File: config.mk
export PLATFORM = sky130hd
export DESIGN_NAME = json_stream_emitter_top
export DESIGN_NICKNAME = d
export VERILOG_FILES = /design/src/hw/rtl/jse_pkg.sv /design/src/hw/rtl/jse_bcd.sv /design/src/hw/rtl/jse_datapath.sv /design/src/hw/rtl/jse_ctrl.sv /design/src/hw/rtl/json_stream_emitter_top.sv
export SDC_FILE = /design/constraint.sdc
export NUM_CORES = 1
export LEC_CHECK = 0
export ABC_AREA = 0
export BUFFER_PORTS_ARGS = -buffer_cell sky130_fd_sc_hd__buf_4
export CAP_MARGIN = 20
export CORE_MARGIN = 3
export CORE_UTILIZATION = 50
export CTS_CLUSTER_SIZE = 24
export DETAILED_ROUTE_END_ITERATION = 10
export PLACE_DENSITY = 0.74
export SYNTH_ARGS = -nofsm -noshare
export SYNTH_HDL_FRONTEND = slang
export SYNTH_SLANG_ARGS = --single-unit
File: constraint.sdc
create_clock -name i_clk -period 11.65 [get_ports i_clk]
set_input_delay 0.5825 -clock i_clk [delete_from_list [all_inputs] [get_ports i_clk]]
set_output_delay 0.5825 -clock i_clk [all_outputs]
set_load 0.03 [all_outputs]
File: src/hw/rtl/jse_pkg.sv
// ----------------------------------------------------------------------------
// jse_pkg
// Shared types, opcodes, error codes and character constants of the JSON
// stream emitter.
// ----------------------------------------------------------------------------
package jse_pkg;

    localparam int MAX_DEPTH  = 32;
    localparam int DEPTH_W    = $clog2(MAX_DEPTH + 1);
    localparam int IDX_W      = (MAX_DEPTH > 1) ? $clog2(MAX_DEPTH) : 1;
    localparam int INT_W      = 32;
    localparam int CNT_W      = $clog2(INT_W);
    localparam int BCD_DIGITS = 10;
    localparam int BCD_W      = 4 * BCD_DIGITS;
    localparam int MAIN_MAX   = BCD_DIGITS + 1;
    localparam int LEN_W      = 4;
    localparam int REM_W      = 4;
    localparam int CAP_W      = 16;

    localparam logic [CAP_W-1:0] CAP_RESET = 16'd4096;

    localparam logic [3:0] OP_BEG_OBJ   = 4'd0;
    localparam logic [3:0] OP_END_OBJ   = 4'd1;
    localparam logic [3:0] OP_BEG_ARR   = 4'd2;
    localparam logic [3:0] OP_END_ARR   = 4'd3;
    localparam logic [3:0] OP_KEY_START = 4'd4;
    localparam logic [3:0] OP_KEY_CHAR  = 4'd5;
    localparam logic [3:0] OP_KEY_END   = 4'd6;
    localparam logic [3:0] OP_STR_START = 4'd7;
    localparam logic [3:0] OP_STR_CHAR  = 4'd8;
    localparam logic [3:0] OP_STR_END   = 4'd9;
    localparam logic [3:0] OP_INT       = 4'd10;
    localparam logic [3:0] OP_BOOL      = 4'd11;
    localparam logic [3:0] OP_NULL      = 4'd12;
    localparam logic [3:0] OP_RESTART   = 4'd13;

    localparam logic [1:0] ERR_NONE     = 2'd0;
    localparam logic [1:0] ERR_OVERFLOW = 2'd1;
    localparam logic [1:0] ERR_STATE    = 2'd2;

    typedef logic [7:0] t_byte;
    typedef t_byte t_piece [MAIN_MAX];

    localparam t_byte CH_QUOTE  = 8'h22;
    localparam t_byte CH_BSLASH = 8'h5C;
    localparam t_byte CH_COMMA  = 8'h2C;
    localparam t_byte CH_COLON  = 8'h3A;
    localparam t_byte CH_LBRACE = 8'h7B;
    localparam t_byte CH_RBRACE = 8'h7D;
    localparam t_byte CH_LBRACK = 8'h5B;
    localparam t_byte CH_RBRACK = 8'h5D;
    localparam t_byte CH_MINUS  = 8'h2D;
    localparam t_byte CH_ZERO   = 8'h30;
    localparam t_byte CH_SPACE  = 8'h20;
    localparam t_byte CH_BS     = 8'h08;
    localparam t_byte CH_TAB    = 8'h09;
    localparam t_byte CH_LF     = 8'h0A;
    localparam t_byte CH_FF     = 8'h0C;
    localparam t_byte CH_CR     = 8'h0D;
    localparam t_byte CH_B      = 8'h62;
    localparam t_byte CH_T      = 8'h74;
    localparam t_byte CH_N      = 8'h6E;
    localparam t_byte CH_F      = 8'h66;
    localparam t_byte CH_R      = 8'h72;
    localparam t_byte CH_U      = 8'h75;
    localparam t_byte HEX_ALPHA = 8'h57;

    localparam logic [31:0] LIT_TRUE  = 32'h74727565;
    localparam logic [39:0] LIT_FALSE = 40'h66616C7365;
    localparam logic [31:0] LIT_NULL  = 32'h6E756C6C;

    typedef struct packed {
        logic [3:0]        opcode;
        logic [7:0]        char_byte;
        logic signed [31:0] int_value;
        logic              bool_value;
    } t_in_item;

    typedef struct packed {
        logic       has_byte;
        logic [7:0] out_byte;
        logic       last;
        logic       ok;
        logic [1:0] error_code;
        logic [5:0] nesting;
    } t_out_item;

    typedef struct packed {
        logic load;
        logic pre;
        logic main;
        logic pop;
    } t_dp_cmd;

    typedef struct packed {
        logic is_int;
        logic conv_done;
        logic last;
    } t_dp_stat;

    function automatic t_byte hex_char(input logic [3:0] nib);
        t_byte c;
        if (nib < 4'd10) begin
            c = CH_ZERO + {4'h0, nib};
        end else begin
            c = HEX_ALPHA + {4'h0, nib};
        end
        return c;
    endfunction

endpackage

File: src/hw/rtl/jse_bcd.sv
// ----------------------------------------------------------------------------
// jse_bcd
// Binary to decimal converter: shift-and-add-3, one bit per cycle, then a
// left-justify pass that drops leading zero digits one digit per cycle.
// ----------------------------------------------------------------------------
module jse_bcd (
    input  logic                     i_clk,
    input  logic                     i_rst_n,
    input  logic                     i_start,
    input  logic [jse_pkg::INT_W-1:0] i_mag,
    output logic                     o_done,
    output logic [jse_pkg::BCD_W-1:0] o_digits,
    output logic [jse_pkg::LEN_W-1:0] o_ndig
);
    import jse_pkg::*;

    typedef enum logic [1:0] {
        B_IDLE,
        B_SHIFT,
        B_NORM
    } t_bcd_state;

    t_bcd_state       r_state;
    logic [CNT_W-1:0] r_cnt;
    logic [INT_W-1:0] r_bin;
    logic [BCD_W-1:0] r_bcd;
    logic [LEN_W-1:0] r_nd;
    logic             r_done;
    logic [BCD_W-1:0] adj;

    always_comb begin
        for (int d = 0; d < BCD_DIGITS; d++) begin
            if (r_bcd[4*d +: 4] >= 4'd5) begin
                adj[4*d +: 4] = r_bcd[4*d +: 4] + 4'd3;
            end else begin
                adj[4*d +: 4] = r_bcd[4*d +: 4];
            end
        end
    end

    always_ff @(posedge i_clk) begin
        if (!i_rst_n) begin
            r_state <= B_IDLE;
            r_done  <= 1'b0;
        end else begin
            r_done <= 1'b0;
            unique case (r_state)
                B_IDLE: begin
                    if (i_start) begin
                        r_bin   <= i_mag;
                        r_bcd   <= '0;
                        r_cnt   <= '0;
                        r_state <= B_SHIFT;
                    end
                end
                B_SHIFT: begin
                    r_bcd <= {adj[BCD_W-2:0], r_bin[INT_W-1]};
                    r_bin <= {r_bin[INT_W-2:0], 1'b0};
                    r_cnt <= r_cnt + 1'b1;
                    if (r_cnt == CNT_W'(INT_W - 1)) begin
                        r_nd    <= LEN_W'(BCD_DIGITS);
                        r_state <= B_NORM;
                    end
                end
                B_NORM: begin
                    if (r_bcd[BCD_W-1 -: 4] == 4'd0 && r_nd > LEN_W'(1)) begin
                        r_bcd <= {r_bcd[BCD_W-5:0], 4'd0};
                        r_nd  <= r_nd - 1'b1;
                    end else begin
                        r_done  <= 1'b1;
                        r_state <= B_IDLE;
                    end
                end
                default: r_state <= B_IDLE;
            endcase
        end
    end

    assign o_done   = r_done;
    assign o_digits = r_bcd;
    assign o_ndig   = r_nd;

endmodule

File: src/hw/rtl/jse_datapath.sv
// ----------------------------------------------------------------------------
// jse_datapath
// Emitter state, container stack, piece build and capacity check, and the
// result byte queue.
// ----------------------------------------------------------------------------
module jse_datapath (
    input  logic                     i_clk,
    input  logic                     i_rst_n,
    input  logic                     i_cfg_wr_en,
    input  logic [jse_pkg::CAP_W-1:0] i_cfg_wr_data,
    input  jse_pkg::t_in_item        i_in_data,
    input  jse_pkg::t_dp_cmd         i_cmd,
    output jse_pkg::t_dp_stat        o_stat,
    output jse_pkg::t_out_item       o_out_data
);
    import jse_pkg::*;

    logic [CAP_W-1:0]   r_cap, n_cap;
    logic [CAP_W-1:0]   r_tl, n_tl;
    logic [DEPTH_W-1:0] r_depth, n_depth;
    logic               r_kp, n_kp;
    logic [1:0]         r_err, n_err;
    logic               r_abort, n_abort;
    logic               r_pre_em, n_pre_em;
    logic [REM_W-1:0]   r_rem, n_rem;
    logic               r_has, n_has;
    logic               r_ok, n_ok;

    logic [3:0]         r_op, n_op;
    t_byte              r_char, n_char;
    logic               r_bool, n_bool;
    logic               r_neg, n_neg;
    t_byte              r_pre_char, n_pre_char;
    t_piece             r_main, n_main;

    logic               r_is_obj [MAX_DEPTH];
    logic               r_has_mem [MAX_DEPTH];

    logic [IDX_W-1:0]   top_idx, push_idx, hm_idx;
    logic               top_obj, top_mem;
    logic               hm_we, hm_val, io_we;
    logic               pre_req, pre_fits, main_take, main_fits, main_em;
    t_byte              pre_c;

    logic [INT_W-1:0]   in_raw, in_mag;
    logic               in_neg, conv_done;
    logic [BCD_W-1:0]   bcd_digits;
    logic [LEN_W-1:0]   bcd_ndig;

    t_byte              esc_b [6];
    logic [LEN_W-1:0]   esc_len;
    t_byte              int_dig [BCD_DIGITS];
    t_piece             main_b;
    logic [LEN_W-1:0]   main_len;
    t_byte              cur_byte;
    logic               out_last;

    assign in_raw = i_in_data.int_value;
    assign in_neg = in_raw[INT_W-1];
    assign in_mag = in_neg ? (~in_raw + 1'b1) : in_raw;

    jse_bcd u_bcd (
        .i_clk    (i_clk),
        .i_rst_n  (i_rst_n),
        .i_start  (i_cmd.load && (i_in_data.opcode == OP_INT)),
        .i_mag    (in_mag),
        .o_done   (conv_done),
        .o_digits (bcd_digits),
        .o_ndig   (bcd_ndig)
    );

    assign top_idx  = IDX_W'(r_depth - DEPTH_W'(1));
    assign push_idx = IDX_W'(r_depth);
    assign top_obj  = r_is_obj[top_idx];
    assign top_mem  = r_has_mem[top_idx];

    // escaped form of a text byte
    always_comb begin
        for (int k = 0; k < 6; k++) begin
            esc_b[k] = 8'h00;
        end
        esc_b[0] = CH_BSLASH;
        esc_len  = LEN_W'(2);
        case (r_char) inside
            CH_QUOTE:  esc_b[1] = CH_QUOTE;
            CH_BSLASH: esc_b[1] = CH_BSLASH;
            CH_LF:     esc_b[1] = CH_N;
            CH_TAB:    esc_b[1] = CH_T;
            CH_CR:     esc_b[1] = CH_R;
            CH_BS:     esc_b[1] = CH_B;
            CH_FF:     esc_b[1] = CH_F;
            default: begin
                if (r_char < CH_SPACE) begin
                    esc_b[1] = CH_U;
                    esc_b[2] = CH_ZERO;
                    esc_b[3] = CH_ZERO;
                    esc_b[4] = hex_char(r_char[7:4]);
                    esc_b[5] = hex_char(r_char[3:0]);
                    esc_len  = LEN_W'(6);
                end else begin
                    esc_b[0] = r_char;
                    esc_len  = LEN_W'(1);
                end
            end
        endcase
    end

    always_comb begin
        for (int k = 0; k < BCD_DIGITS; k++) begin
            int_dig[k] = CH_ZERO + {4'h0, bcd_digits[BCD_W-1-4*k -: 4]};
        end
    end

    // main piece of the current command
    always_comb begin
        for (int k = 0; k < MAIN_MAX; k++) begin
            main_b[k] = 8'h00;
        end
        main_len = '0;
        unique case (r_op) inside
            OP_BEG_OBJ: begin
                main_b[0] = CH_LBRACE;
                main_len  = LEN_W'(1);
            end
            OP_BEG_ARR: begin
                main_b[0] = CH_LBRACK;
                main_len  = LEN_W'(1);
            end
            OP_END_OBJ: begin
                main_b[0] = CH_RBRACE;
                main_len  = LEN_W'(1);
            end
            OP_END_ARR: begin
                main_b[0] = CH_RBRACK;
                main_len  = LEN_W'(1);
            end
            OP_KEY_START, OP_STR_START, OP_STR_END: begin
                main_b[0] = CH_QUOTE;
                main_len  = LEN_W'(1);
            end
            OP_KEY_END: begin
                main_b[0] = CH_COLON;
                main_len  = LEN_W'(1);
            end
            OP_KEY_CHAR, OP_STR_CHAR: begin
                for (int k = 0; k < 6; k++) begin
                    main_b[k] = esc_b[k];
                end
                main_len = esc_len;
            end
            OP_INT: begin
                main_b[0] = r_neg ? CH_MINUS : int_dig[0];
                for (int j = 1; j < BCD_DIGITS; j++) begin
                    main_b[j] = r_neg ? int_dig[j-1] : int_dig[j];
                end
                main_b[BCD_DIGITS] = r_neg ? int_dig[BCD_DIGITS-1] : 8'h00;
                main_len = LEN_W'(r_neg) + bcd_ndig;
            end
            OP_BOOL: begin
                if (r_bool) begin
                    for (int k = 0; k < 4; k++) begin
                        main_b[k] = LIT_TRUE[31-8*k -: 8];
                    end
                    main_len = LEN_W'(4);
                end else begin
                    for (int k = 0; k < 5; k++) begin
                        main_b[k] = LIT_FALSE[39-8*k -: 8];
                    end
                    main_len = LEN_W'(5);
                end
            end
            OP_NULL: begin
                for (int k = 0; k < 4; k++) begin
                    main_b[k] = LIT_NULL[31-8*k -: 8];
                end
                main_len = LEN_W'(4);
            end
            default: main_len = '0;
        endcase
    end

    assign pre_fits  = (r_err == ERR_NONE) &&
                       (({1'b0, r_tl} + (CAP_W+1)'(1)) < {1'b0, r_cap});
    assign main_fits = (r_err == ERR_NONE) &&
                       (({1'b0, r_tl} + (CAP_W+1)'(main_len)) < {1'b0, r_cap});

    always_comb begin
        n_cap      = r_cap;
        n_tl       = r_tl;
        n_depth    = r_depth;
        n_kp       = r_kp;
        n_err      = r_err;
        n_abort    = r_abort;
        n_pre_em   = r_pre_em;
        n_rem      = r_rem;
        n_has      = r_has;
        n_ok       = r_ok;
        n_op       = r_op;
        n_char     = r_char;
        n_bool     = r_bool;
        n_neg      = r_neg;
        n_pre_char = r_pre_char;
        n_main     = r_main;
        hm_we      = 1'b0;
        hm_idx     = top_idx;
        hm_val     = 1'b1;
        io_we      = 1'b0;
        pre_req    = 1'b0;
        pre_c      = CH_COMMA;
        main_take  = 1'b0;
        main_em    = 1'b0;

        if (i_cfg_wr_en) begin
            n_cap = i_cfg_wr_data;
        end

        if (i_cmd.load) begin
            n_op     = i_in_data.opcode;
            n_char   = i_in_data.char_byte;
            n_bool   = i_in_data.bool_value;
            n_neg    = in_neg;
            n_abort  = 1'b0;
            n_pre_em = 1'b0;
            n_ok     = 1'b0;
        end

        // separator, key checks and stack pop
        if (i_cmd.pre) begin
            unique case (r_op) inside
                OP_BEG_OBJ, OP_BEG_ARR, OP_STR_START, OP_INT, OP_BOOL, OP_NULL: begin
                    if (r_kp) begin
                        n_kp = 1'b0;
                    end else if (r_depth != '0) begin
                        hm_we   = 1'b1;
                        pre_req = top_mem;
                    end
                end
                OP_KEY_START: begin
                    if (r_err != ERR_NONE) begin
                        n_abort = 1'b1;
                    end else if (r_depth == '0 || !top_obj) begin
                        n_err   = ERR_STATE;
                        n_abort = 1'b1;
                    end else begin
                        hm_we = 1'b1;
                        if (top_mem) begin
                            pre_req = 1'b1;
                            n_abort = !pre_fits;
                        end
                    end
                end
                OP_KEY_END: begin
                    pre_req = 1'b1;
                    pre_c   = CH_QUOTE;
                end
                OP_END_OBJ, OP_END_ARR: begin
                    if (r_depth == '0 || top_obj != (r_op == OP_END_OBJ)) begin
                        n_err   = ERR_STATE;
                        n_abort = 1'b1;
                    end else begin
                        n_depth = r_depth - 1'b1;
                    end
                end
                default: pre_req = 1'b0;
            endcase
            if (pre_req) begin
                if (pre_fits) begin
                    n_pre_em   = 1'b1;
                    n_pre_char = pre_c;
                    n_tl       = r_tl + 1'b1;
                end else if (r_err == ERR_NONE) begin
                    n_err = ERR_OVERFLOW;
                end
            end
        end

        // main piece, stack push and restart
        if (i_cmd.main) begin
            unique case (r_op) inside
                OP_BEG_OBJ, OP_BEG_ARR: begin
                    if (r_depth >= DEPTH_W'(MAX_DEPTH)) begin
                        n_err = ERR_OVERFLOW;
                    end else begin
                        main_take = 1'b1;
                        if (main_fits) begin
                            io_we   = 1'b1;
                            hm_we   = 1'b1;
                            hm_idx  = push_idx;
                            hm_val  = 1'b0;
                            n_depth = r_depth + 1'b1;
                        end
                    end
                end
                OP_END_OBJ, OP_END_ARR, OP_KEY_START, OP_KEY_CHAR, OP_KEY_END,
                OP_STR_START, OP_STR_CHAR, OP_STR_END, OP_INT, OP_BOOL, OP_NULL: begin
                    main_take = !r_abort;
                    if (r_op == OP_KEY_END && main_fits) begin
                        n_kp = 1'b1;
                    end
                end
                OP_RESTART: begin
                    n_tl    = '0;
                    n_depth = '0;
                    n_kp    = 1'b0;
                    n_err   = ERR_NONE;
                    n_ok    = 1'b1;
                end
                default: main_take = 1'b0;
            endcase
            if (main_take) begin
                if (main_fits) begin
                    main_em = 1'b1;
                    n_main  = main_b;
                    n_tl    = r_tl + CAP_W'(main_len);
                    n_ok    = 1'b1;
                end else if (r_err == ERR_NONE) begin
                    n_err = ERR_OVERFLOW;
                end
            end
            n_rem = REM_W'(r_pre_em) + (main_em ? REM_W'(main_len) : REM_W'(0));
            n_has = (n_rem != '0);
        end

        if (i_cmd.pop && r_has) begin
            if (r_pre_em) begin
                n_pre_em = 1'b0;
            end else begin
                for (int k = 0; k < MAIN_MAX - 1; k++) begin
                    n_main[k] = r_main[k+1];
                end
            end
            n_rem = r_rem - 1'b1;
        end
    end

    always_ff @(posedge i_clk) begin
        if (!i_rst_n) begin
            r_cap    <= CAP_RESET;
            r_tl     <= '0;
            r_depth  <= '0;
            r_kp     <= 1'b0;
            r_err    <= ERR_NONE;
            r_abort  <= 1'b0;
            r_pre_em <= 1'b0;
            r_rem    <= '0;
            r_has    <= 1'b0;
            r_ok     <= 1'b0;
        end else begin
            r_cap    <= n_cap;
            r_tl     <= n_tl;
            r_depth  <= n_depth;
            r_kp     <= n_kp;
            r_err    <= n_err;
            r_abort  <= n_abort;
            r_pre_em <= n_pre_em;
            r_rem    <= n_rem;
            r_has    <= n_has;
            r_ok     <= n_ok;
        end
    end

    always_ff @(posedge i_clk) begin
        r_op       <= n_op;
        r_char     <= n_char;
        r_bool     <= n_bool;
        r_neg      <= n_neg;
        r_pre_char <= n_pre_char;
        r_main     <= n_main;
        if (hm_we) begin
            r_has_mem[hm_idx] <= hm_val;
        end
        if (io_we) begin
            r_is_obj[push_idx] <= (r_op == OP_BEG_OBJ);
        end
    end

    assign cur_byte = r_pre_em ? r_pre_char : r_main[0];
    assign out_last = !r_has || (r_rem == REM_W'(1));

    assign o_out_data.has_byte   = r_has;
    assign o_out_data.out_byte   = r_has ? cur_byte : 8'h00;
    assign o_out_data.last       = out_last;
    assign o_out_data.ok         = r_ok;
    assign o_out_data.error_code = r_err;
    assign o_out_data.nesting    = 6'(r_depth);

    assign o_stat.is_int    = (i_in_data.opcode == OP_INT);
    assign o_stat.conv_done = conv_done;
    assign o_stat.last      = out_last;

    a_depth_range: assert property (@(posedge i_clk) disable iff (!i_rst_n)
        r_depth <= DEPTH_W'(MAX_DEPTH))
        else $error("nesting depth beyond stack size");

    a_count_flag: assert property (@(posedge i_clk) disable iff (!i_rst_n)
        i_cmd.main |=> (r_has == (r_rem != '0)))
        else $error("byte count and byte flag disagree");

endmodule

File: src/hw/rtl/jse_ctrl.sv
// ----------------------------------------------------------------------------
// jse_ctrl
// Command sequencer: accept, integer conversion wait, separator step, main
// piece step, then result beats until the last one is taken.
// ----------------------------------------------------------------------------
module jse_ctrl (
    input  logic              i_clk,
    input  logic              i_rst_n,
    input  logic              i_in_valid,
    output logic              o_in_ready,
    output logic              o_out_valid,
    input  logic              i_out_ready,
    input  jse_pkg::t_dp_stat i_stat,
    output jse_pkg::t_dp_cmd  o_cmd
);
    import jse_pkg::*;

    typedef enum logic [2:0] {
        S_IDLE,
        S_CONV,
        S_PRE,
        S_MAIN,
        S_OUT
    } t_state;

    t_state r_state;
    logic   r_in_ready;
    logic   r_out_valid;
    logic   accept;
    logic   pop;

    assign accept = i_in_valid && r_in_ready;
    assign pop    = r_out_valid && i_out_ready;

    assign o_cmd.load = accept;
    assign o_cmd.pre  = (r_state == S_PRE);
    assign o_cmd.main = (r_state == S_MAIN);
    assign o_cmd.pop  = pop;

    always_ff @(posedge i_clk) begin
        if (!i_rst_n) begin
            r_state     <= S_IDLE;
            r_in_ready  <= 1'b1;
            r_out_valid <= 1'b0;
        end else begin
            unique case (r_state)
                S_IDLE: begin
                    if (accept) begin
                        r_in_ready <= 1'b0;
                        r_state    <= i_stat.is_int ? S_CONV : S_PRE;
                    end
                end
                S_CONV: begin
                    if (i_stat.conv_done) begin
                        r_state <= S_PRE;
                    end
                end
                S_PRE: r_state <= S_MAIN;
                S_MAIN: begin
                    r_out_valid <= 1'b1;
                    r_state     <= S_OUT;
                end
                S_OUT: begin
                    if (pop && i_stat.last) begin
                        r_out_valid <= 1'b0;
                        r_in_ready  <= 1'b1;
                        r_state     <= S_IDLE;
                    end
                end
                default: r_state <= S_IDLE;
            endcase
        end
    end

    assign o_in_ready  = r_in_ready;
    assign o_out_valid = r_out_valid;

    a_one_side: assert property (@(posedge i_clk) disable iff (!i_rst_n)
        !(r_in_ready && r_out_valid))
        else $error("input and output open together");

    a_busy_after_accept: assert property (@(posedge i_clk) disable iff (!i_rst_n)
        accept |=> !r_in_ready)
        else $error("second item taken while one is in work");

    a_ready_after_last: assert property (@(posedge i_clk) disable iff (!i_rst_n)
        (pop && i_stat.last) |=> (r_in_ready && !r_out_valid))
        else $error("no return to idle after last beat");

endmodule

File: src/hw/rtl/json_stream_emitter_top.sv
// ----------------------------------------------------------------------------
// json_stream_emitter_top
// JSON text emitter: one building command in, its text bytes out one beat
// at a time, with separators, escapes and capacity checks.
// ----------------------------------------------------------------------------
// order: after accept the command runs the separator step and the main piece
//   step, integer commands first waiting on the one-bit-per-cycle decimal
//   converter; its result beats (1 to 12) then follow one at a time
// no new command is taken until the last result beat of the current one is taken
// reset: synchronous active low; clears length, depth, errors and key mark,
//   capacity returns to 4096; stack entries are not cleared
module json_stream_emitter_top (
    input  logic                     i_clk,
    input  logic                     i_rst_n,
    input  logic                     i_cfg_wr_en,
    input  logic [jse_pkg::CAP_W-1:0] i_cfg_wr_data,
    input  logic                     i_in_valid,
    output logic                     o_in_ready,
    input  jse_pkg::t_in_item        i_in_data,
    output logic                     o_out_valid,
    input  logic                     i_out_ready,
    output jse_pkg::t_out_item       o_out_data
);
    import jse_pkg::*;

    t_dp_cmd  cmd;
    t_dp_stat stat;

    jse_ctrl u_ctrl (
        .i_clk       (i_clk),
        .i_rst_n     (i_rst_n),
        .i_in_valid  (i_in_valid),
        .o_in_ready  (o_in_ready),
        .o_out_valid (o_out_valid),
        .i_out_ready (i_out_ready),
        .i_stat      (stat),
        .o_cmd       (cmd)
    );

    jse_datapath u_datapath (
        .i_clk         (i_clk),
        .i_rst_n       (i_rst_n),
        .i_cfg_wr_en   (i_cfg_wr_en),
        .i_cfg_wr_data (i_cfg_wr_data),
        .i_in_data     (i_in_data),
        .i_cmd         (cmd),
        .o_stat        (stat),
        .o_out_data    (o_out_data)
    );

endmodule
* Word level (Yosys, flattened, before mapping)
Memory sizes are Yosys's and may differ from the RTL's.
Cells that the tools add are included.
** Operators by class
- Magnitude comparators :: 17
- Reduce and logical (&&, ||, !) cells :: 49
- Bitwise operators :: 1
- Add/sub/neg operators :: 36
- Equal/unequal tests :: 37
- Muxes and demuxes :: 189
** Operators with widths (number)
- $mux 32 :: 9
- $mux 88 :: 3
- $mux 8 :: 23
- $mux 80 :: 2
- $mux 40 :: 3
- $pmux 40 s3 :: 1
- $mux 16 :: 7
- $pmux 24 s4 :: 1
- $add 6x4->7 const A :: 12
- $mux 4 :: 21
- $pmux 8 s10 :: 1
- $pmux 32 s2 :: 1
- $mux 1 :: 57
- $mux 7 :: 8
- $eq 8x4->1 const B :: 5
- $ge 4x3->1 const B :: 10
- $mux 39 :: 1
- $add 4x2->4 const B :: 9
- $mux 6 :: 6
- $lt 17x16->1 :: 2
- $add 32x1->32 const B :: 1
- $mux 2 :: 16
- $not 32->32 :: 1
- $mux 29 :: 1
- other kinds (62) :: 128
** Storage, ports and cells
- Bits in registers :: 248
- Memories kept :: 2
- Output and inout port bits :: 21
- Input bits :: 66
- Memory bits (writable) :: 64
** Memories
- u_datapath.r_has_mem :: depth 32, width 1, read ports 1, clocked after Yosys merged registers in 0, write ports 1, RTL line jse_datapath.sv:37 : logic r_has_mem [MAX_DEPTH];
- u_datapath.r_is_obj :: depth 32, width 1, read ports 1, clocked after Yosys merged registers in 0, write ports 1, RTL line jse_datapath.sv:36 : logic r_is_obj [MAX_DEPTH];

* Longest topological paths before layout
- Depth in word-level cells :: 20
- Gate-level depth with buffers :: 28
- Mapped depth without buffers :: 27

* Modules after synthesis
From an unflattened synthesis, not the netlist that was laid out.
** Unflattened totals
- Cells, all modules :: 1889
- Area, all modules :: 17671.9 µm²
** By module, submodules not included
- jse_datapath :: sequential area each 5134.9 µm², area an instance 12864.8 µm², instances 1, cells each 1478
- jse_bcd :: sequential area each 2492.4 µm², area an instance 4514.3 µm², instances 1, cells each 378
- jse_ctrl :: sequential area each 100.1 µm², area an instance 292.8 µm², instances 1, cells each 33

* Least setup slack after synthesis
OpenSTA, ideal clock, no wires.
- Path type :: register -> register
- Start point :: reg u_datapath.r_char[4]
- End point :: mem u_datapath.r_has_mem[24], enable pin
- Slack :: 5.710 ns
- Cell stages (with the launch flop) :: 27
- Buffers on the path :: 1
- Arrival :: 5.640 ns
- Required time :: 11.350 ns
- Library setup time :: 0.300 ns
- Path through :: edfxtp_1 inv_1 ha_1 or4b_1 o221ai_1 nor3_1 a211o_1 ha_1 fa_1 a21o_1 a21oi_4 or2_1 buf_4 nor2_1 xor2_1 ha_1 a21oi_1 o21a_1 o2bb2ai_1 a2111oi_4 nand2_2 nor4_4 inv_4 nand2_2 xnor2_1 nand3_1 nor2_1
** Between the ends
- Word-level cells in the longest chain between the ends :: 19
- Elaborated cells on any way between the ends :: 30
** Ends and longest elaborated chain
- start: declaration :: RTL line jse_datapath.sv:30 : t_byte r_char, n_char;
- start signal: assignment :: RTL line jse_datapath.sv:364 : r_char <= n_char;
- $lt 8x6->1 :: RTL line jse_datapath.sv:93 : if (r_char < CH_SPACE) begin
- $mux 3 :: RTL line jse_datapath.sv:93
- $mux 3 :: RTL line jse_datapath.sv:84 : case (r_char) inside
- $mux 4 (5 in a row) :: RTL line jse_datapath.sv:84
- $mux 4 (*) :: RTL line jse_datapath.sv:84
- $pmux 4 s5 (*) :: RTL line jse_datapath.sv:120 : unique case (r_op) inside
- $add 16x4->17 (*) :: RTL line jse_datapath.sv:185 : (({1'b0, r_tl} + (CAP_W+1)'(main_len)) < {1'b0, r_cap});
- $lt 17x16->1 (*) :: RTL line jse_datapath.sv:185
- $logic_and 1x1->1 (*) :: RTL line jse_datapath.sv:184 : assign main_fits = (r_err == ERR_NONE) &&
- $mux 1 :: RTL line jse_datapath.sv:285 : if (main_fits) begin
- $mux 1 :: RTL line jse_datapath.sv:281 : if (r_depth >= DEPTH_W'(MAX_DEPTH)) begin
- $mux 1 :: RTL line jse_datapath.sv:279 : unique case (r_op) inside
- $mux 1 :: RTL line jse_datapath.sv:278 : if (i_cmd.main) begin
- $mux 1 :: RTL line jse_datapath.sv:369 : if (hm_we) begin
- $mux 1 (not written as such) :: RTL line jse_datapath.sv:370 : r_has_mem[hm_idx] <= hm_val;
- end: declaration :: RTL line jse_datapath.sv:37
Mark *: on every way between the ends. The rest lies on a longest branch, timed or not.

* Worst setup path after layout
- Start point :: reg u_datapath.r_char[5]
- End point :: mem u_datapath.r_has_mem[24], enable pin
Same word-level chain as after synthesis.

==> flow_summary.html <==
<table>
<tr><th>Metric</th><th>Value</th></tr>
<tr><th colspan="2">Status</th></tr>
<tr><td>Status</td><td>complete, no violations</td></tr>
<tr><th colspan="2">Synthesis</th></tr>
<tr><td>Count of flip-flops with a built-in enable after synthesis</td><td>166</td></tr>
<tr><td>Most used flip-flop cell after synthesis</td><td>sky130_fd_sc_hd__edfxtp_1</td></tr>
<tr><td>Fraction of synthesis flops using an asynchronous set or reset pin</td><td>0</td></tr>
<tr><td>Number of nets produced by synthesis</td><td>2095</td></tr>
<tr><td>Number of different library cells in the post-synthesis netlist</td><td>89</td></tr>
<tr><td>Number of instances in the synthesized netlist</td><td>1947</td></tr>
<tr><td>Mean Syn Cell Area</td><td>9.06 sq um</td></tr>
<tr><td>Number of warnings reported in the yosys synthesis log</td><td>0</td></tr>
<tr><td>Number of register bits inferred by synthesis</td><td>303</td></tr>
<tr><td>Netlist area before placement</td><td>17600 sq um</td></tr>
<tr><td>Fraction of the yosys area taken by sequential cells</td><td>0.438</td></tr>
<tr><th colspan="2">STA</th></tr>
<tr><td>Peak Freq</td><td>128 MHz</td></tr>
<tr><td>Count of final hold-check violations</td><td>0</td></tr>
<tr><td>Post-Route Skew</td><td>0.0244 ns</td></tr>
<tr><td>Final setup violating endpoints</td><td>0</td></tr>
<tr><td>Max_slew headroom</td><td>0.254</td></tr>
<tr><td>Summed negative setup slack over all endpoints</td><td>0 ns</td></tr>
<tr><td>Time the worst path needs with I/O delays and setup</td><td>7.80 ns</td></tr>
<tr><td>Worst Slack Setup Final</td><td>3.85 ns</td></tr>
<tr><td>RSZ-0062 raised after global routing</td><td>false</td></tr>
<tr><td>Number of slew-limit violations in the final report</td><td>0</td></tr>
<tr><td>Worst-margin pin slew</td><td>1.10 ns</td></tr>
<tr><td>Share of the cycle needed by the critical path after routing</td><td>0.670</td></tr>
<tr><th colspan="2">Clock network</th></tr>
<tr><td>Root Driver</td><td>sky130_fd_sc_hd__clkbuf_16</td></tr>
<tr><td>Number of gates resized after CTS</td><td>0</td></tr>
<tr><td>Number of buffers created by CTS</td><td>35</td></tr>
<tr><td>Number of sinks driven by the clock tree</td><td>303</td></tr>
<tr><td>Post-CTS setup-driven buffer insertion count</td><td>0</td></tr>
<tr><td>CTS hold repair buffers</td><td>0</td></tr>
<tr><td>Clock transition time at the flip-flop clock pins of the worst setup and hold paths</td><td>0.06 ns</td></tr>
<tr><td>Clock latency on the worst-skew pair</td><td>0.53 ns</td></tr>
<tr><td>CTS tree</td><td>built</td></tr>
<tr><td>Maximum level of the CTS H-tree</td><td>2</td></tr>
<tr><td>Longest Clk Path Bufs</td><td>3</td></tr>
<tr><th colspan="2">Die</th></tr>
<tr><td>Die Width</td><td>194 um</td></tr>
<tr><td>Standard cell core area</td><td>34600 sq um</td></tr>
<tr><td>Placement Rows</td><td>68</td></tr>
<tr><td>Initial standard-cell utilization of the core</td><td>0.509</td></tr>
<tr><td>Io pins</td><td>87</td></tr>
<tr><td>Vertical die dimension</td><td>194 um</td></tr>
<tr><td>Floorplan die area</td><td>37600 sq um</td></tr>
<tr><th colspan="2">Cells and area</th></tr>
<tr><td>Fraction of final layout cells with drive strength greater than 1</td><td>0.109</td></tr>
<tr><td>Number of antenna repair diodes</td><td>0</td></tr>
<tr><td>Final cell count without fillers</td><td>2446</td></tr>
<tr><td>Number of filler instances in the final layout</td><td>3013</td></tr>
<tr><td>Net total in the final layout</td><td>2114</td></tr>
<tr><td>Syn-to-layout area delta</td><td>11.5%</td></tr>
<tr><th colspan="2">Placement</th></tr>
<tr><td>Placer's final routability congestion estimate</td><td>0.887</td></tr>
<tr><td>Number of port buffers</td><td>86</td></tr>
<tr><td>Place WS</td><td>3.56 ns</td></tr>
<tr><td>DP Cell Count</td><td>2380</td></tr>
<tr><td>HPWL after DPL</td><td>29700 um</td></tr>
<tr><th colspan="2">Routing</th></tr>
<tr><td>Routed WL</td><td>42800 um</td></tr>
<tr><td>Count of nets left with antenna violations after detail routing</td><td>0</td></tr>
<tr><td>Vias</td><td>14500</td></tr>
<tr><td>WL per Instance</td><td>17.5 um</td></tr>
<tr><td>DRT Pass-1 Iters</td><td>6</td></tr>
<tr><td>Iter 0 DRT Violations</td><td>1514</td></tr>
<tr><td>Remaining routing DRC violations</td><td>0</td></tr>
<tr><td>Via density per instance</td><td>5.91</td></tr>
<tr><th colspan="2">Critical path</th></tr>
<tr><td>Top Family by Delay on Critical Path</td><td>simple AND/OR/NAND/NOR gates</td></tr>
<tr><td>Type of element capturing the critical path</td><td>register</td></tr>
<tr><td>Total buffers and inverters traversed by the critical path</td><td>2</td></tr>
<tr><td>Crit Reg-Reg Endpoint</td><td>u_datapath.r_has_mem[24]$_DFFE_PP_</td></tr>
<tr><td>Path depth of the worst reg2reg path</td><td>26</td></tr>
<tr><td>Data arrival time at the worst-slack endpoint</td><td>8.03 ns</td></tr>
<tr><td>Startpoint of the worst register-to-register path</td><td>u_datapath.r_char[5]$_DFFE_PP_</td></tr>
<tr><td>Cell at the slowest stage of the critical path</td><td>sky130_fd_sc_hd__nor4bb_1</td></tr>
<tr><td>Peak per-stage delay on the critical path</td><td>0.95 ns</td></tr>
<tr><td>Element type at the critical path start</td><td>register</td></tr>
<tr><td>Critical setup path kind</td><td>register to register</td></tr>
<tr><td>Maximum fanout count along the critical path</td><td>41</td></tr>
<tr><td>Required @ worst endpoint</td><td>11.87 ns</td></tr>
<tr><td>Setup slack, reg-to-reg</td><td>3.85 ns</td></tr>
<tr><th colspan="2">Power and ir drop</th></tr>
<tr><td>Power Density</td><td>142 nW/um^2</td></tr>
<tr><td>Largest voltage drop on the vdd net</td><td>111 uV</td></tr>
<tr><td>P_leak</td><td>7.54 nW</td></tr>
<tr><th colspan="2">Global routing</th></tr>
<tr><td>Pin count of the biggest net entering global routing</td><td>89</td></tr>
<tr><td>First-pass GRT wire length</td><td>69200 um</td></tr>
<tr><td>Vias in the first global route</td><td>13400</td></tr>
<tr><td>Antenna violations before repair</td><td>4</td></tr>
<tr><td>GRT Resource Usage Total</td><td>0.219</td></tr>
<tr><td>Remaining global-route overflow</td><td>0</td></tr>
<tr><th colspan="2">Hold path</th></tr>
<tr><td>End point of the most critical hold path</td><td>u_datapath.r_bool$_DFFE_PP_</td></tr>
<tr><td>Hold path startpoint</td><td>i_in_data[0]</td></tr>
<tr><td>Worst min-delay path category</td><td>input pin to register</td></tr>
<tr><td>Worst hold path stage count</td><td>1</td></tr>
<tr><th colspan="2">Run</th></tr>
<tr><td>Max-cap violations</td><td>0</td></tr>
</table>
## sequential cells by signal (all words and copies together), names as in the netlist, 2 cells and up
signal	count
u_datapath.u_bcd.r_bin	32
u_datapath.r_depth	6
u_datapath.u_bcd.o_ndig	4
u_datapath.r_cap	16
u_datapath.u_bcd.r_cnt	5
u_datapath.r_main	85
u_datapath.r_is_obj	32
u_datapath.u_bcd.o_digits	40
u_ctrl.r_state	3
u_datapath.r_tl	16
u_datapath.u_bcd.r_state	2
u_datapath.r_op	4
u_datapath.r_has_mem	32
u_datapath.r_pre_char	2
u_datapath.r_rem	4
u_datapath.r_char	8
u_datapath.r_err	2
## stage by stage
step	hold slack, ns	utilization	power, W	instance area, sq um
4_1_cts	0.240	0.567	0.00281	19600
2_1_floorplan	0.417	-	0.00161	17600
6_report	0.248	0.568	0.00280	19700
3_3_place_gp	0.432	0.534	0.00170	18500
3_5_place_dp	0.441	0.534	0.00172	18500
5_1_grt	0.232	0.568	0.00292	19700
## cell usage after synthesis (10+ instances only)
| library cell | count | area share |
|---|---|---|
| sky130_fd_sc_hd__nand2_1 | 245 | 0.052 |
| sky130_fd_sc_hd__nor2_1 | 222 | 0.047 |
| sky130_fd_sc_hd__o21ai_0 | 171 | 0.049 |
| sky130_fd_sc_hd__edfxtp_1 | 166 | 0.28 |
| sky130_fd_sc_hd__dfxtp_1 | 137 | 0.16 |
| sky130_fd_sc_hd__a21oi_1 | 136 | 0.039 |
| sky130_fd_sc_hd__clkbuf_1 | 93 | 0.020 |
| sky130_fd_sc_hd__ha_1 | 81 | 0.057 |
| sky130_fd_sc_hd__inv_1 | 64 | 0.014 |
| sky130_fd_sc_hd__mux2i_1 | 61 | 0.035 |
| sky130_fd_sc_hd__nor3_1 | 50 | 0.014 |
| sky130_fd_sc_hd__xor2_1 | 46 | 0.023 |
| sky130_fd_sc_hd__xnor2_1 | 43 | 0.021 |
| sky130_fd_sc_hd__nand3_1 | 41 | 0.012 |
| sky130_fd_sc_hd__nand2b_1 | 21 | 0.0074 |
| sky130_fd_sc_hd__and3_1 | 20 | 0.0071 |
| sky130_fd_sc_hd__a31oi_1 | 19 | 0.0067 |
| sky130_fd_sc_hd__o31ai_1 | 19 | 0.0081 |
| sky130_fd_sc_hd__o211ai_1 | 18 | 0.0077 |
| sky130_fd_sc_hd__nand4_1 | 17 | 0.0060 |
| sky130_fd_sc_hd__mux4_2 | 16 | 0.020 |
| sky130_fd_sc_hd__nor3b_1 | 16 | 0.0068 |
| sky130_fd_sc_hd__a221oi_1 | 14 | 0.0070 |
| sky130_fd_sc_hd__o21a_1 | 14 | 0.0060 |
| sky130_fd_sc_hd__and2_1 | 12 | 0.0043 |
| sky130_fd_sc_hd__buf_2 | 12 | 0.0034 |
| sky130_fd_sc_hd__nor2b_1 | 12 | 0.0043 |
| sky130_fd_sc_hd__a211oi_1 | 11 | 0.0047 |
| sky130_fd_sc_hd__or2_2 | 11 | 0.0039 |
| sky130_fd_sc_hd__a21o_1 | 10 | 0.0043 |
## cells in the final DEF (no fill, tap or decap), types with 16 or more instances in the layout
cell,synthesis,final
sky130_fd_sc_hd__nor3_1,50,49
sky130_fd_sc_hd__nor3b_1,16,16
sky130_fd_sc_hd__nand4_1,17,17
sky130_fd_sc_hd__and3_1,20,19
sky130_fd_sc_hd__nand2_1,245,245
sky130_fd_sc_hd__edfxtp_1,166,166
sky130_fd_sc_hd__nand2b_1,21,21
sky130_fd_sc_hd__mux4_2,16,16
sky130_fd_sc_hd__a21oi_1,136,136
sky130_fd_sc_hd__inv_1,64,64
sky130_fd_sc_hd__o211ai_1,18,18
sky130_fd_sc_hd__a31oi_1,19,19
sky130_fd_sc_hd__xnor2_1,43,43
sky130_fd_sc_hd__o21ai_0,171,171
sky130_fd_sc_hd__o31ai_1,19,19
sky130_fd_sc_hd__xor2_1,46,46
sky130_fd_sc_hd__nor2_1,222,222
sky130_fd_sc_hd__mux2i_1,61,61
sky130_fd_sc_hd__nand3_1,41,40
sky130_fd_sc_hd__dfxtp_1,137,137
sky130_fd_sc_hd__buf_4,7,98
sky130_fd_sc_hd__ha_1,81,80
sky130_fd_sc_hd__clkbuf_16,0,37
## kinds of logic after synthesis
family / after synthesis / share of synthesized area
mux: 80 / 0.0570
fa+ha+maj: 82 / 0.0586
xor+xnor: 90 / 0.0451
buf+inv: 189 / 0.0427
compound gates: 488 / 0.170
simple gates: 715 / 0.189
flops: 303 / 0.438
## final cells by class
cell class | instances | area, sq um | share of cell area
clock inverter | 16 | 135 | 0.00687
multi-input combinational | 1455 | 9200 | 0.468
tap | 455 | 569 | 0.0289
clock buffer | 46 | 1000 | 0.0508
inverter | 71 | 269 | 0.0137
timing repair buffer | 100 | 771 | 0.0392
sequential | 303 | 7730 | 0.393
## layer usage
layer | wire length [um] | global-route usage
met4 | 789 | 0.0535
met3 | 3350 | 0.0448
met5 | 53 | 0
met1 | 19600 | 0.321
met2 | 19000 | 0.335
## how the worst max path moves through the flow
stage                                    endpoint  cells after the start                           start
2_1_floorplan  u_datapath.r_has_mem[24]$_DFFE_PP_                     26  u_datapath.r_char[4]$_DFFE_PP_
3_3_place_gp       u_datapath.r_tl[11]$_SDFF_PN0_                     26  u_datapath.r_char[5]$_DFFE_PP_
3_5_place_dp       u_datapath.r_tl[11]$_SDFF_PN0_                     26  u_datapath.r_char[5]$_DFFE_PP_
4_1_cts            u_datapath.r_tl[11]$_SDFF_PN0_                     26  u_datapath.r_char[5]$_DFFE_PP_
5_1_grt            u_datapath.r_tl[11]$_SDFF_PN0_                     28  u_datapath.r_char[5]$_DFFE_PP_
6_report       u_datapath.r_has_mem[24]$_DFFE_PP_                     26  u_datapath.r_char[5]$_DFFE_PP_
## report_power, final
part           total (W)  internal (W)  switching [W]
sequential       0.00135       0.00126      0.0000871
combinational   0.000359      0.000156       0.000203
clock            0.00109      0.000649       0.000441
Note: power is estimated with default switching activity, not from simulation.
